File: src/hdl/assert_macros.svh
// assertion helpers included by the top rtl file
`ifndef ASSERT_MACROS_SVH
`define ASSERT_MACROS_SVH

// property must hold at every clock edge outside reset
`define DHTI_ASSERT(lbl, prop, msg) \
    lbl: assert property (@(posedge clk) disable iff (!rst_n) prop) \
        else $error(msg);

// condition must never be seen at a clock edge outside reset
`define DHTI_NEVER(lbl, expr, msg) \
    lbl: assert property (@(posedge clk) disable iff (!rst_n) !(expr)) \
        else $error(msg);

`endif

File: src/hdl/dhti_mod.sv
module dhti_mod #(
    parameter int DVD_W = 31,
    parameter int DVS_W = 11
) (
    input  logic             clk,
    input  logic             rst_n,
    input  logic             start,
    input  logic [DVD_W-1:0] dividend,
    input  logic [DVS_W-1:0] divisor,
    output logic             done,
    output logic [DVS_W-1:0] rem
);

    localparam int CNT_W = $clog2(DVD_W + 1);

    logic [DVD_W-1:0] dvd_reg;
    logic [DVS_W-1:0] dvs_reg;
    logic [DVS_W-1:0] rem_reg;
    logic [DVS_W-1:0] rem_next;
    logic [DVS_W:0]   trial;
    logic [CNT_W-1:0] cnt_reg;
    logic             run_reg;
    logic             done_reg;

    // one restoring remainder step per cycle, msb first
    always_comb
    begin
        trial = {rem_reg, dvd_reg[DVD_W-1]};
        if (trial >= {1'b0, dvs_reg})
        begin
            rem_next = DVS_W'(trial - {1'b0, dvs_reg});
        end
        else
        begin
            rem_next = trial[DVS_W-1:0];
        end
    end

    // step counter and done pulse
    always_ff @(posedge clk or negedge rst_n)
    begin
        if (!rst_n)
        begin
            cnt_reg  <= '0;
            run_reg  <= 1'b0;
            done_reg <= 1'b0;
        end
        else
        begin
            done_reg <= 1'b0;
            if (start)
            begin
                cnt_reg <= CNT_W'(DVD_W);
                run_reg <= 1'b1;
            end
            else if (run_reg)
            begin
                cnt_reg <= cnt_reg - CNT_W'(1);
                if (cnt_reg == CNT_W'(1))
                begin
                    run_reg  <= 1'b0;
                    done_reg <= 1'b1;
                end
            end
        end
    end

    // operand and partial remainder
    always_ff @(posedge clk)
    begin
        if (start)
        begin
            dvd_reg <= dividend;
            dvs_reg <= divisor;
            rem_reg <= '0;
        end
        else if (run_reg)
        begin
            dvd_reg <= {dvd_reg[DVD_W-2:0], 1'b0};
            rem_reg <= rem_next;
        end
    end

    assign done = done_reg;
    assign rem  = rem_reg;

endmodule

File: config.mk
export PLATFORM = sky130hd
export DESIGN_NAME = dhti_mod
export DESIGN_NICKNAME = d
export VERILOG_FILES = /design/src/hdl/assert_macros.svh /design/src/hdl/dhti_mod.sv
export SDC_FILE = /design/constraint.sdc
export NUM_CORES = 1
export LEC_CHECK = 0
export ABC_CLOCK_PERIOD_IN_PS = 4500
export BUFFER_PORTS_ARGS = -buffer_cell sky130_fd_sc_hd__buf_4
export CORE_MARGIN = 10
export CORE_UTILIZATION = 40
export CTS_CLUSTER_SIZE = 20
export DETAILED_ROUTE_END_ITERATION = 8
export GPL_TIMING_DRIVEN = 0
export PLACE_DENSITY = 0.69
export SLEW_MARGIN = 40
export SYNTH_ARGS = -nofsm -noshare
export SYNTH_HDL_FRONTEND = slang
export SYNTH_SLANG_ARGS = --single-unit
export TNS_END_PERCENT = 30
File: constraint.sdc
create_clock -name clk -period 4.5 [get_ports clk]
set_input_delay 0.675 -clock clk [delete_from_list [all_inputs] [get_ports clk]]
set_output_delay 0.675 -clock clk [all_outputs]
set_load 0.1 [all_outputs]
==> results of run 1 <==
kinds of logic after synthesis:
kind of cell / count (synthesis) / synth area share (%)
flops: 60 / 55.1
simple gates: 54 / 9.37
compound gates: 51 / 11.4
mux: 33 / 12.3
buf+inv: 25 / 3.37
fa+ha+maj: 14 / 6.08
xor+xnor: 8 / 2.33
how the worst min path moves through the flow:
stage | from | endpoint | slack, ns | cells after the start
2_1_floorplan | rst_n | cnt_reg[0] | 0.38 | 0
3_3_place_gp | rst_n | done | 0.49 | 1
3_5_place_dp | rst_n | done | 0.49 | 1
4_1_cts | rst_n | cnt_reg[3] | 0.12 | 1
5_1_grt | rst_n | cnt_reg[3] | 0.12 | 1
6_report | rst_n | cnt_reg[3] | 0.13 | 1
final cells by class:
class	instances	area, µm²
repair buffers	56	420
inverters	18	67.6
flip-flops and latches	60	1660
clock buffers	10	128
clock inverters	6	113
fillers	681	3500
plain buffers	7	33.8
multi-input cells	160	1250
well taps	99	124
stage by stage:
step | setup slack [ns] | utilization [%] | instances
final | 1.80 | 52.0 | 416
after global routing | 1.60 | 52.0 | 416
after CTS | 1.79 | 52.0 | 416
after detailed placement | 1.81 | 48.7 | 400
after global placement | 1.58 | 48.7 | 400
after floorplan | 1.32 | - | 245
power breakdown:
part	total [mW]	internal (mW)	switching, mW
clock network	0.590	0.369	0.221
registers	0.733	0.676	0.0567
logic	0.932	0.330	0.602
worst max-delay path, stage by stage (launching register included):
cell and delay [ns]:
edfxtp_1 0.35, inv_1 0.06, ha_1 0.22, fa_1 0.41, nand2b_2 0.21, o2bb2ai_2 0.14, a211o_1 0.37, and2_4 0.18
buf_6 0.13, or3b_1 0.40, a211oi_2 0.17
per-layer routing:
metal  global-route usage [%]  routed length [µm]
met3                     6.89                 604
met4                     2.80                  49
met5                        0                   0
met1                     12.8                2640
met2                     19.1                3100
cells in the mapped netlist, types with 2 or more instances:
master    instances  area, µm²
clkbuf_1          3       11.3
nand2_1          13       48.8
o21ai_0          15       75.1
dfrtp_1           7        175
or3_1             2       12.5
o21a_1            4       30.0
inv_1            18       67.6
xnor2_1           6       52.6
a21oi_1          13       65.1
nor3_1            4       20.0
xor2_1            2       17.5
edfxtp_1         42       1260
dfxtp_1          11        220
ha_1             13        163
a22o_1            3       26.3
nor2b_1           2       12.5
nand4_1           2       12.5
a21o_1            3       22.5
mux2_2           32        360
nor2_1           14       52.6
a211oi_1          2       15.0
nand2b_1          7       43.8
buf_1             3       11.3
layout by cell type, fill, tap and decap left out, types with 3 or more instances in the layout:
master / instances
a21o_1: 3
a21oi_1: 13
a22o_1: 3
buf_1: 3
buf_4: 56
bufinv_16: 3
clkbuf_1: 4
clkbuf_8: 9
dfrtp_1: 7
dfxtp_1: 11
edfxtp_1: 42
ha_1: 13
inv_1: 17
mux2_2: 32
nand2_1: 13
nand2b_1: 7
nor2_1: 14
nor3_1: 4
o21a_1: 4
o21ai_0: 15
xnor2_1: 6
==> flow_summary_export.csv, run 1 <==
group,metric,value,unit
run_status,status,"completed",
floorplanning,start_util,41.2,%
synthesis,async_flop_share,11.7,%
sta,slew_headroom,51.0,%
clock_tree,numClockSinks,60,
sta,min_period,2.70,ns
worst_setup_path,worstSetupPathType,"flip-flop to flip-flop",
pwr,total_power,2.25,mW
grt,grt_overflow,0,
placed_design,placed_cell_area,3550,µm²
clock_tree,numCtsBuffers,9,
synthesis,ys_seq_area_share,55.1,%
clock_tree,cts_setup_buffers,0,
placed_design,gp_congestion,0.907,
finish,largest_register_ffs,31,
finish,drive_gt1_share,35.3,%
sta,finClkSkew,0.00744,ns
sta,holdWs,0.135,ns
synthesis,synth_cell_types,47,
synthesis,synth_cells,245,
worst_setup_path,worstPathArrival,2.96,ns
finish,nNetsFinal,371,
pwr,power.leakage,1.59,nW
drt,wirelength,6390,µm
sta,fin_tns_setup,0,ns
drt,antenna_left,0,
floorplanning,core-area,7290,µm²
drt,viasPerCell,5.08,
drt,route.detailed.drc,0,
worst_setup_path,end_kind,"flip-flop",
worst_setup_path,cp-start-kind,"flip-flop",
placed_design,dp_hpwl,4750,µm
clock_tree,h-tree-depth,3,
placed_design,port_buffers,56,
drt,drt_iter0_drc,57,
floorplanning,dieHeight,107,µm
worst_setup_path,r2r_cells,10,
finish,area_delta_synth_final,26.1,%
grt,grt_pass1_vias,2225,
floorplanning,die_w,107,µm
worst_setup_path,crit_end,"rem[6]",
drt,first_pass_iters,4,
sta,max_freq,370,MHz
sta,slew_viol_final,0,
drt,post_drt_wl_per_cell,15.4,µm
sta,hold_violations,0,
clock_tree,root_buffer,"clkbuf_8",
clock_tree,cts_tree,"yes",
clock_tree,cts_resized,0,
synthesis,synth_edf_count,42,
hold_path,hold_path_class,"input pin to asynchronous set/reset pin",
synthesis,avgSynthCellArea,12.3,µm²
worst_setup_path,r2r_end,"rem[6]",
floorplanning,die_area,11400,µm²
worst_setup_path,required,4.76,ns
synthesis,synth_nets,304,
worst_setup_path,reg2reg_slack,1.80,ns
grt,antenna_found_initial,0,
synthesis,synth_flop_cell,"edfxtp_1",
grt,grtUsageTotal,11.7,%
floorplanning,io-pin-count,57,
finish,diodes,0,
drt,vias,2115,
sta,finalCritPeriodShare,60.1,%
grt,grt_first_pass_wirelength,10600,µm
synthesis,netlist_area,3000,µm²
pwr,irDropWorstVdd,0.258,mV
worst_setup_path,r2r-start,"dvd_reg[30]",
floorplanning,rows,31,
worst_setup_path,crit_start,"dvd_reg[30]",
clock_tree,cts_buffer_depth,2,
sta,tightest_slew,0.732,ns
clock_tree,clkLatencyLatePin,0.34,ns
clock_tree,cts.hold.buffers_added,0,
flow_run,max_cap_violations,0,
clock_tree,path_clk_slew,0.07,ns
synthesis,yosys_warnings,0,
grt,grt_max_degree,32,
sta,setup_viol,0,
finish,fin_area,3790,µm²
sta,rsz0062_at_grt,"no",
worst_setup_path,cp_max_fo,8,
synthesis,ys_ff_latch,60,
pwr,power_density,595,nW/µm²
Note: power is estimated with default switching activity, not from simulation.
==> inputs of run 2 (changes only) <==
--- a/config.mk
+++ b/config.mk
@@ -5,7 +5,7 @@
 export SDC_FILE = /design/constraint.sdc
 export NUM_CORES = 1
 export LEC_CHECK = 0
-export ABC_CLOCK_PERIOD_IN_PS = 4500
+export ABC_CLOCK_PERIOD_IN_PS = 2500
 export BUFFER_PORTS_ARGS = -buffer_cell sky130_fd_sc_hd__buf_4
 export CORE_MARGIN = 10
 export CORE_UTILIZATION = 40
==> constraint.sdc (replaced) <==
create_clock -name clk -period 2.5 [get_ports clk]
set_input_delay 0.375 -clock clk [delete_from_list [all_inputs] [get_ports clk]]
set_output_delay 0.375 -clock clk [all_outputs]
set_load 0.1 [all_outputs]
==> run 2 against run 1 <==
Worst setup slack lost 1.8 ns. Register-to-register slack lost 1.8 ns. Cell count grew 2.4%.
==> flow_summary_export.csv, run 2 (synthesis results as in run 1) <==
group,metric,value,unit
drt,post_drt_wl_per_cell,16.0,µm
grt,grt_max_degree,32,
pwr,irDropWorstVdd,0.469,mV
worst_setup_path,reg2reg_slack,0.006,ns
floorplanning,die_area,11400,µm²
grt,grtUsageTotal,12.2,%
sta,rsz0062_at_grt,"yes",
floorplanning,io-pin-count,57,
floorplanning,die_w,107,µm
worst_setup_path,critPathSlowestCell,"edfxtp_1",
placed_design,pre_cts_slack,-0.145,ns
sta,holdWs,0.208,ns
placed_design,port_buffers,56,
run_status,status,"completed",
drt,vias,2154,
sta,min_period,2.49,ns
drt,wirelength,6830,µm
worst_setup_path,slowest_delay,0.42,ns
clock_tree,root_buffer,"clkbuf_8",
floorplanning,core-area,7290,µm²
pwr,switching_power,1.65,mW
finish,n_fill_cell,672,
grt,grt_overflow,0,
grt,grt_pass1_vias,2317,
clock_tree,path_clk_slew,0.07,ns
clock_tree,h-tree-depth,3,
worst_setup_path,r2r-start,"dvs_reg[0]",
pwr,pwr-share-comb,43.4,%
worst_setup_path,end_kind,"flip-flop",
sta,slew_viol_final,0,
finish,final_cells,426,
finish,drive_gt1_share,42.5,%
sta,finalCritPeriodShare,99.8,%
clock_tree,numClockSinks,60,
clock_tree,cts_tree,"yes",
worst_setup_path,required,2.76,ns
worst_setup_path,r2r_cells,8,
sta,fin_tns_setup,0,ns
pwr,total_power,4.13,mW
grt,grt_first_pass_wirelength,10900,µm
sta,worst_slack,0.00575,ns
drt,route.detailed.drc,0,
floorplanning,rows,31,
pwr,power.leakage,1.64,nW
worst_setup_path,cp-start-kind,"flip-flop",
hold_path,min_from,"divisor[4]",
hold_path,hold_path_class,"input pin to flip-flop",
sta,finClkSkew,0.00738,ns
finish,nNetsFinal,381,
finish,utilization,53.7,%
finish,layout_commonest_cell,"buf_4",
worst_setup_path,cp_top_family,"compound AO/OA/AOI/OAI gates",
sta,max_freq,401,MHz
finish,multi_input_area,1300,µm²
placed_design,placed_cells,400,
sta,hold_violations,0,
pwr,internal-power,2.48,mW
worst_setup_path,r2r_end,"rem[6]",
placed_design,gp_congestion,0.902,
pwr,p_seq_share,32.4,%
worst_setup_path,worstSetupPathType,"flip-flop to flip-flop",
flow_run,max_cap_violations,0,
worst_setup_path,cp.buffers_inverters,0,
clock_tree,cts_buffer_depth,2,
drt,first_pass_iters,4,
finish,area_delta_synth_final,30.2,%
hold_path,min_to,"dvs_reg[4]",
grt,antenna_found_initial,0,
clock_tree,clkLatencyLatePin,0.34,ns
placed_design,placed_cell_area,3570,µm²
hold_path,hold_depth,1,
finish,largest_register_ffs,31,
pwr,pwr-share-clk,24.1,%
floorplanning,start_util,41.2,%
worst_setup_path,crit_chain,"ha_4, fa_2, nand2b_4, o2bb2ai_4, a211o_4, and2_4, or3b_4, a211oi_2",
finish,diodes,0,
pwr,p_sw_share,39.9,%
finish,final_cell_mix,"66 x buf_4, 42 x edfxtp_1, 32 x mux2_2",
finish,fin_area,3910,µm²
sta,tightest_slew,0.774,ns
clock_tree,numCtsBuffers,9,
drt,drt_iter0_drc,70,
finish,area.sequential,1670,µm²
drt,antenna_left,0,
floorplanning,dieHeight,107,µm
worst_setup_path,cp_max_fo,4,
sta,setup_viol,0,
worst_setup_path,worstPathArrival,2.75,ns
sta,slew_headroom,48.2,%
drt,viasPerCell,5.06,
pwr,power_density,1060,nW/µm²
placed_design,dp_hpwl,4840,µm
[run 2: worst max-delay path by stage]
stage	startpoint	to	slack, ns	cells past startpoint
2_1_floorplan	rem[0]	rem[6]	0.02	9
5_1_grt	dvs_reg[0]	rem[6]	-0.06	8
6_report	dvs_reg[0]	rem[6]	0.006	8
3_5_place_dp	dvd_reg[30]	rem[6]	-0.15	10
4_1_cts	dvd_reg[30]	rem[6]	0.005	10
3_3_place_gp	dvd_reg[30]	rem[4]	-0.15	9
[run 2: power groups by stage]
stage,combinational [mW],clock (mW),sequential [mW]
after floorplan,0.817,0,1.85
after detailed placement,1.68,0,1.36
after global routing,1.93,1.06,1.36
after CTS,1.72,1.03,1.34
final,1.79,0.997,1.34
after global placement,1.67,0,1.36
[run 2: worst register-to-register path, cell delays in order (launching register included)]
cell and delay [ns]:
edfxtp_1 0.42, ha_4 0.20, fa_2 0.38, nand2b_4 0.16
o2bb2ai_4 0.15, a211o_4 0.37, and2_4 0.16, or3b_4 0.37
a211oi_2 0.20
[run 2: final cells by class]
class | instances | area share [%]
repair buffers | 67 | 12.9
clock buffers | 10 | 3.52
inverters | 18 | 1.73
flip-flops and latches | 60 | 42.7
plain buffers | 6 | 0.576
clock inverters | 6 | 2.21
multi-input cells | 160 | 33.2
well taps | 99 | 3.17
[run 2: metal layers]
layer  share of wire [%]  vias up  routed length [µm]  track usage [%]
met1                  44     1032                2990             13.9
met5                   0        -                   0                0
li1                    -     1056                   -                -
met4                 1.6        0                 106             5.32
met2                  48       56                3250             19.3
met3                 7.1       10                 484             5.57
[run 2: what timing repair did]
item,in CTS,in global routing
pin swaps,2,7
endpoints found under the hold margin,7,0
setup buffers,4,6
hold buffers,1,0
gates resized for setup,2,5
setup endpoints to repair,4,4
==> inputs of run 3 (changes only) <==
--- a/config.mk
+++ b/config.mk
@@ -5,14 +5,13 @@
 export SDC_FILE = /design/constraint.sdc
 export NUM_CORES = 1
 export LEC_CHECK = 0
-export ABC_CLOCK_PERIOD_IN_PS = 2500
+export ABC_CLOCK_PERIOD_IN_PS = 2100
 export BUFFER_PORTS_ARGS = -buffer_cell sky130_fd_sc_hd__buf_4
 export CORE_MARGIN = 10
 export CORE_UTILIZATION = 40
 export CTS_CLUSTER_SIZE = 20
 export DETAILED_ROUTE_END_ITERATION = 8
-export GPL_TIMING_DRIVEN = 0
-export PLACE_DENSITY = 0.69
+export PLACE_DENSITY = 0.71
 export SLEW_MARGIN = 40
 export SYNTH_ARGS = -nofsm -noshare
 export SYNTH_HDL_FRONTEND = slang
==> constraint.sdc (replaced) <==
create_clock -name clk -period 2.1 [get_ports clk]
set_input_delay 0.315 -clock clk [delete_from_list [all_inputs] [get_ports clk]]
set_output_delay 0.315 -clock clk [all_outputs]
set_load 0.1 [all_outputs]
==> run 3 against run 2 <==
The flow now finishes with violations (negative setup slack). Register-to-register slack got worse by 0.25 ns. Wire length decreased by 0.23%. Sequential share of layout area decreased by 0.65 points. Critical endpoint unchanged. Sequential power increased by 19%. Cell area increased by 1.7%. Worst hold slack got worse by 0.069 ns. Flip-flop and latch count unchanged. Power increased by 20%.
==> flow_summary_export.csv, run 3 (synthesis results as in run 1) <==
group,metric,value,unit
grt,grt_pass1_vias,2309,
sta,setup_viol,11,
grt,grt_overflow,0,
worst_setup_path,critPathSlowestCell,"or3b_1",
floorplanning,dieHeight,107,µm
worst_setup_path,end_kind,"flip-flop",
finish,layout_commonest_cell,"buf_4",
worst_setup_path,cp_top_family,"simple AND/OR/NAND/NOR gates",
finish,nNetsFinal,390,
drt,post_drt_wl_per_cell,15.7,µm
floorplanning,die_w,107,µm
drt,first_pass_iters,4,
flow_run,max_cap_violations,0,
worst_setup_path,reg2reg_slack,-0.24,ns
clock_tree,h-tree-depth,3,
worst_setup_path,cp-start-kind,"flip-flop",
clock_tree,cts_tree,"yes",
drt,vias,2218,
worst_setup_path,slowest_delay,0.36,ns
floorplanning,start_util,41.2,%
finish,largest_register_ffs,31,
finish,area_delta_synth_final,32.4,%
clock_tree,clkLatencyLatePin,0.35,ns
grt,grtUsageMet2,19.7,%
placed_design,placed_cell_area,3720,µm²
placed_design,placed_cells,415,
run_status,violations,"negative setup slack",
hold_path,hold_path_class,"input pin to flip-flop",
clock_tree,root_buffer,"clkbuf_8",
grt,grtUsageTotal,12.3,%
drt,viasPerCell,5.10,
grt,grt_max_degree,53,
drt,route.detailed.drc,0,
finish,fin_area,3980,µm²
clock_tree,numClockSinks,60,
clock_tree,cts_buffer_depth,2,
finish,final_cells,435,
placed_design,port_buffers,56,
hold_path,min_from,"divisor[1]",
sta,finalCritPeriodShare,112,%
hold_path,min_to,"dvs_reg[1]",
finish,diodes,0,
worst_setup_path,r2r_cells,9,
worst_setup_path,worstSetupPathType,"flip-flop to flip-flop",
sta,tightest_slew,0.746,ns
grt,met1_usage,13.3,%
sta,min_period,2.34,ns
worst_setup_path,crit_chain,"inv_1, ha_2, fa_2, nand2b_4, o2bb2ai_2, a211o_1, and2_4, or3b_1, a211oi_2",
sta,max_freq,427,MHz
sta,hold_violations,0,
sta,rsz0062_at_grt,"yes",
pwr,irDropWorstVdd,0.589,mV
clock_tree,path_clk_slew,0.07,ns
sta,finClkSkew,0.00641,ns
floorplanning,core-area,7290,µm²
placed_design,gp_congestion,0.897,
pwr,total_power,4.94,mW
worst_setup_path,r2r_end,"rem[6]",
worst_setup_path,cp.buffers_inverters,1,
run_status,status,"complete, but fails checks",
floorplanning,io-pin-count,57,
floorplanning,rows,31,
worst_setup_path,cp_max_fo,4,
clock_tree,numCtsBuffers,9,
drt,wirelength,6820,µm
worst_setup_path,required,2.36,ns
sta,slew_viol_final,0,
finish,final_cell_mix,"79 x buf_4, 42 x edfxtp_1, 30 x mux2_2",
hold_path,hold_depth,1,
grt,grt_first_pass_wirelength,11100,µm
worst_setup_path,r2r-start,"dvd_reg[30]",
grt,antenna_found_initial,0,
placed_design,dp_hpwl,4950,µm
drt,drt_iter0_drc,106,
sta,worst_slack,-0.242,ns
worst_setup_path,worstPathArrival,2.61,ns
finish,drive_gt1_share,45.8,%
pwr,power_density,1240,nW/µm²
grt,grt.met3_usage,6.53,%
floorplanning,die_area,11400,µm²
grt,grt.busiest_layer,"met2",
drt,antenna_left,0,
pwr,power.leakage,1.70,nW
sta,slew_headroom,50.1,%
run 3: changes by cell type in the layout (fill, tap and decap cells not counted), sizes merged:
cell,delta
buf,+12
bufinv,-1
clkbuf,-3
clkinvlp,+1
run 3: what timing repair did:
action                                  in CTS  in global routing
hold endpoints to repair                     7                  0
endpoints found under the setup margin      11                 11
buffers inserted                             1                  2
resized for setup                           10                  2
pin swaps                                    7                  2
hold buffers                                 1                  0
run 3: final cells by class:
cell class                 instances  area, µm²
inverter                          18       67.6
multi-input combinational        160       1290
timing repair buffer              82        634
clock buffer                      10        128
tap                               99        124
fill                             666       3310
clock inverter                     6       63.8
sequential                        60       1670
run 3: power by group:
part	leakage [nW]	internal [mW]	switching, mW
logic	1.00	0.915	1.41
clock network	0.0927	0.548	0.481
registers	0.603	1.47	0.114
run 3: worst max-delay path by stage:
stage | to | slack (ns) | cells after the start | from
after floorplan | rem[6] | -0.35 | 9 | rem[0]
after global placement | rem[6] | -0.21 | 9 | dvd_reg[30]
after detailed placement | rem[4] | -0.27 | 9 | dvd_reg[30]
after CTS | rem[6] | -0.24 | 9 | dvd_reg[30]
after global routing | rem[6] | -0.33 | 9 | dvd_reg[30]
final | rem[6] | -0.24 | 9 | dvd_reg[30]
run 3: metrics by stage:
stage	util (%)	TNS, ns	hold slack (ns)	setup slack, ns
2_1_floorplan	-	-1.96	0.0194	-0.354
4_1_cts	54.3	-1.18	0.132	-0.235
5_1_grt	54.6	-2.49	0.119	-0.333
3_5_place_dp	51.0	-2.22	0.132	-0.273
3_3_place_gp	51.0	-1.64	0.131	-0.214
6_report	54.6	-1.49	0.139	-0.242
run 3: metal layers:
metal | routed length (µm) | vias to the layer above
li1 | - | 1068
met1 | 2810 | 1063
met2 | 3250 | 72
met3 | 628 | 15
met4 | 129 | 0
met5 | 0 | -
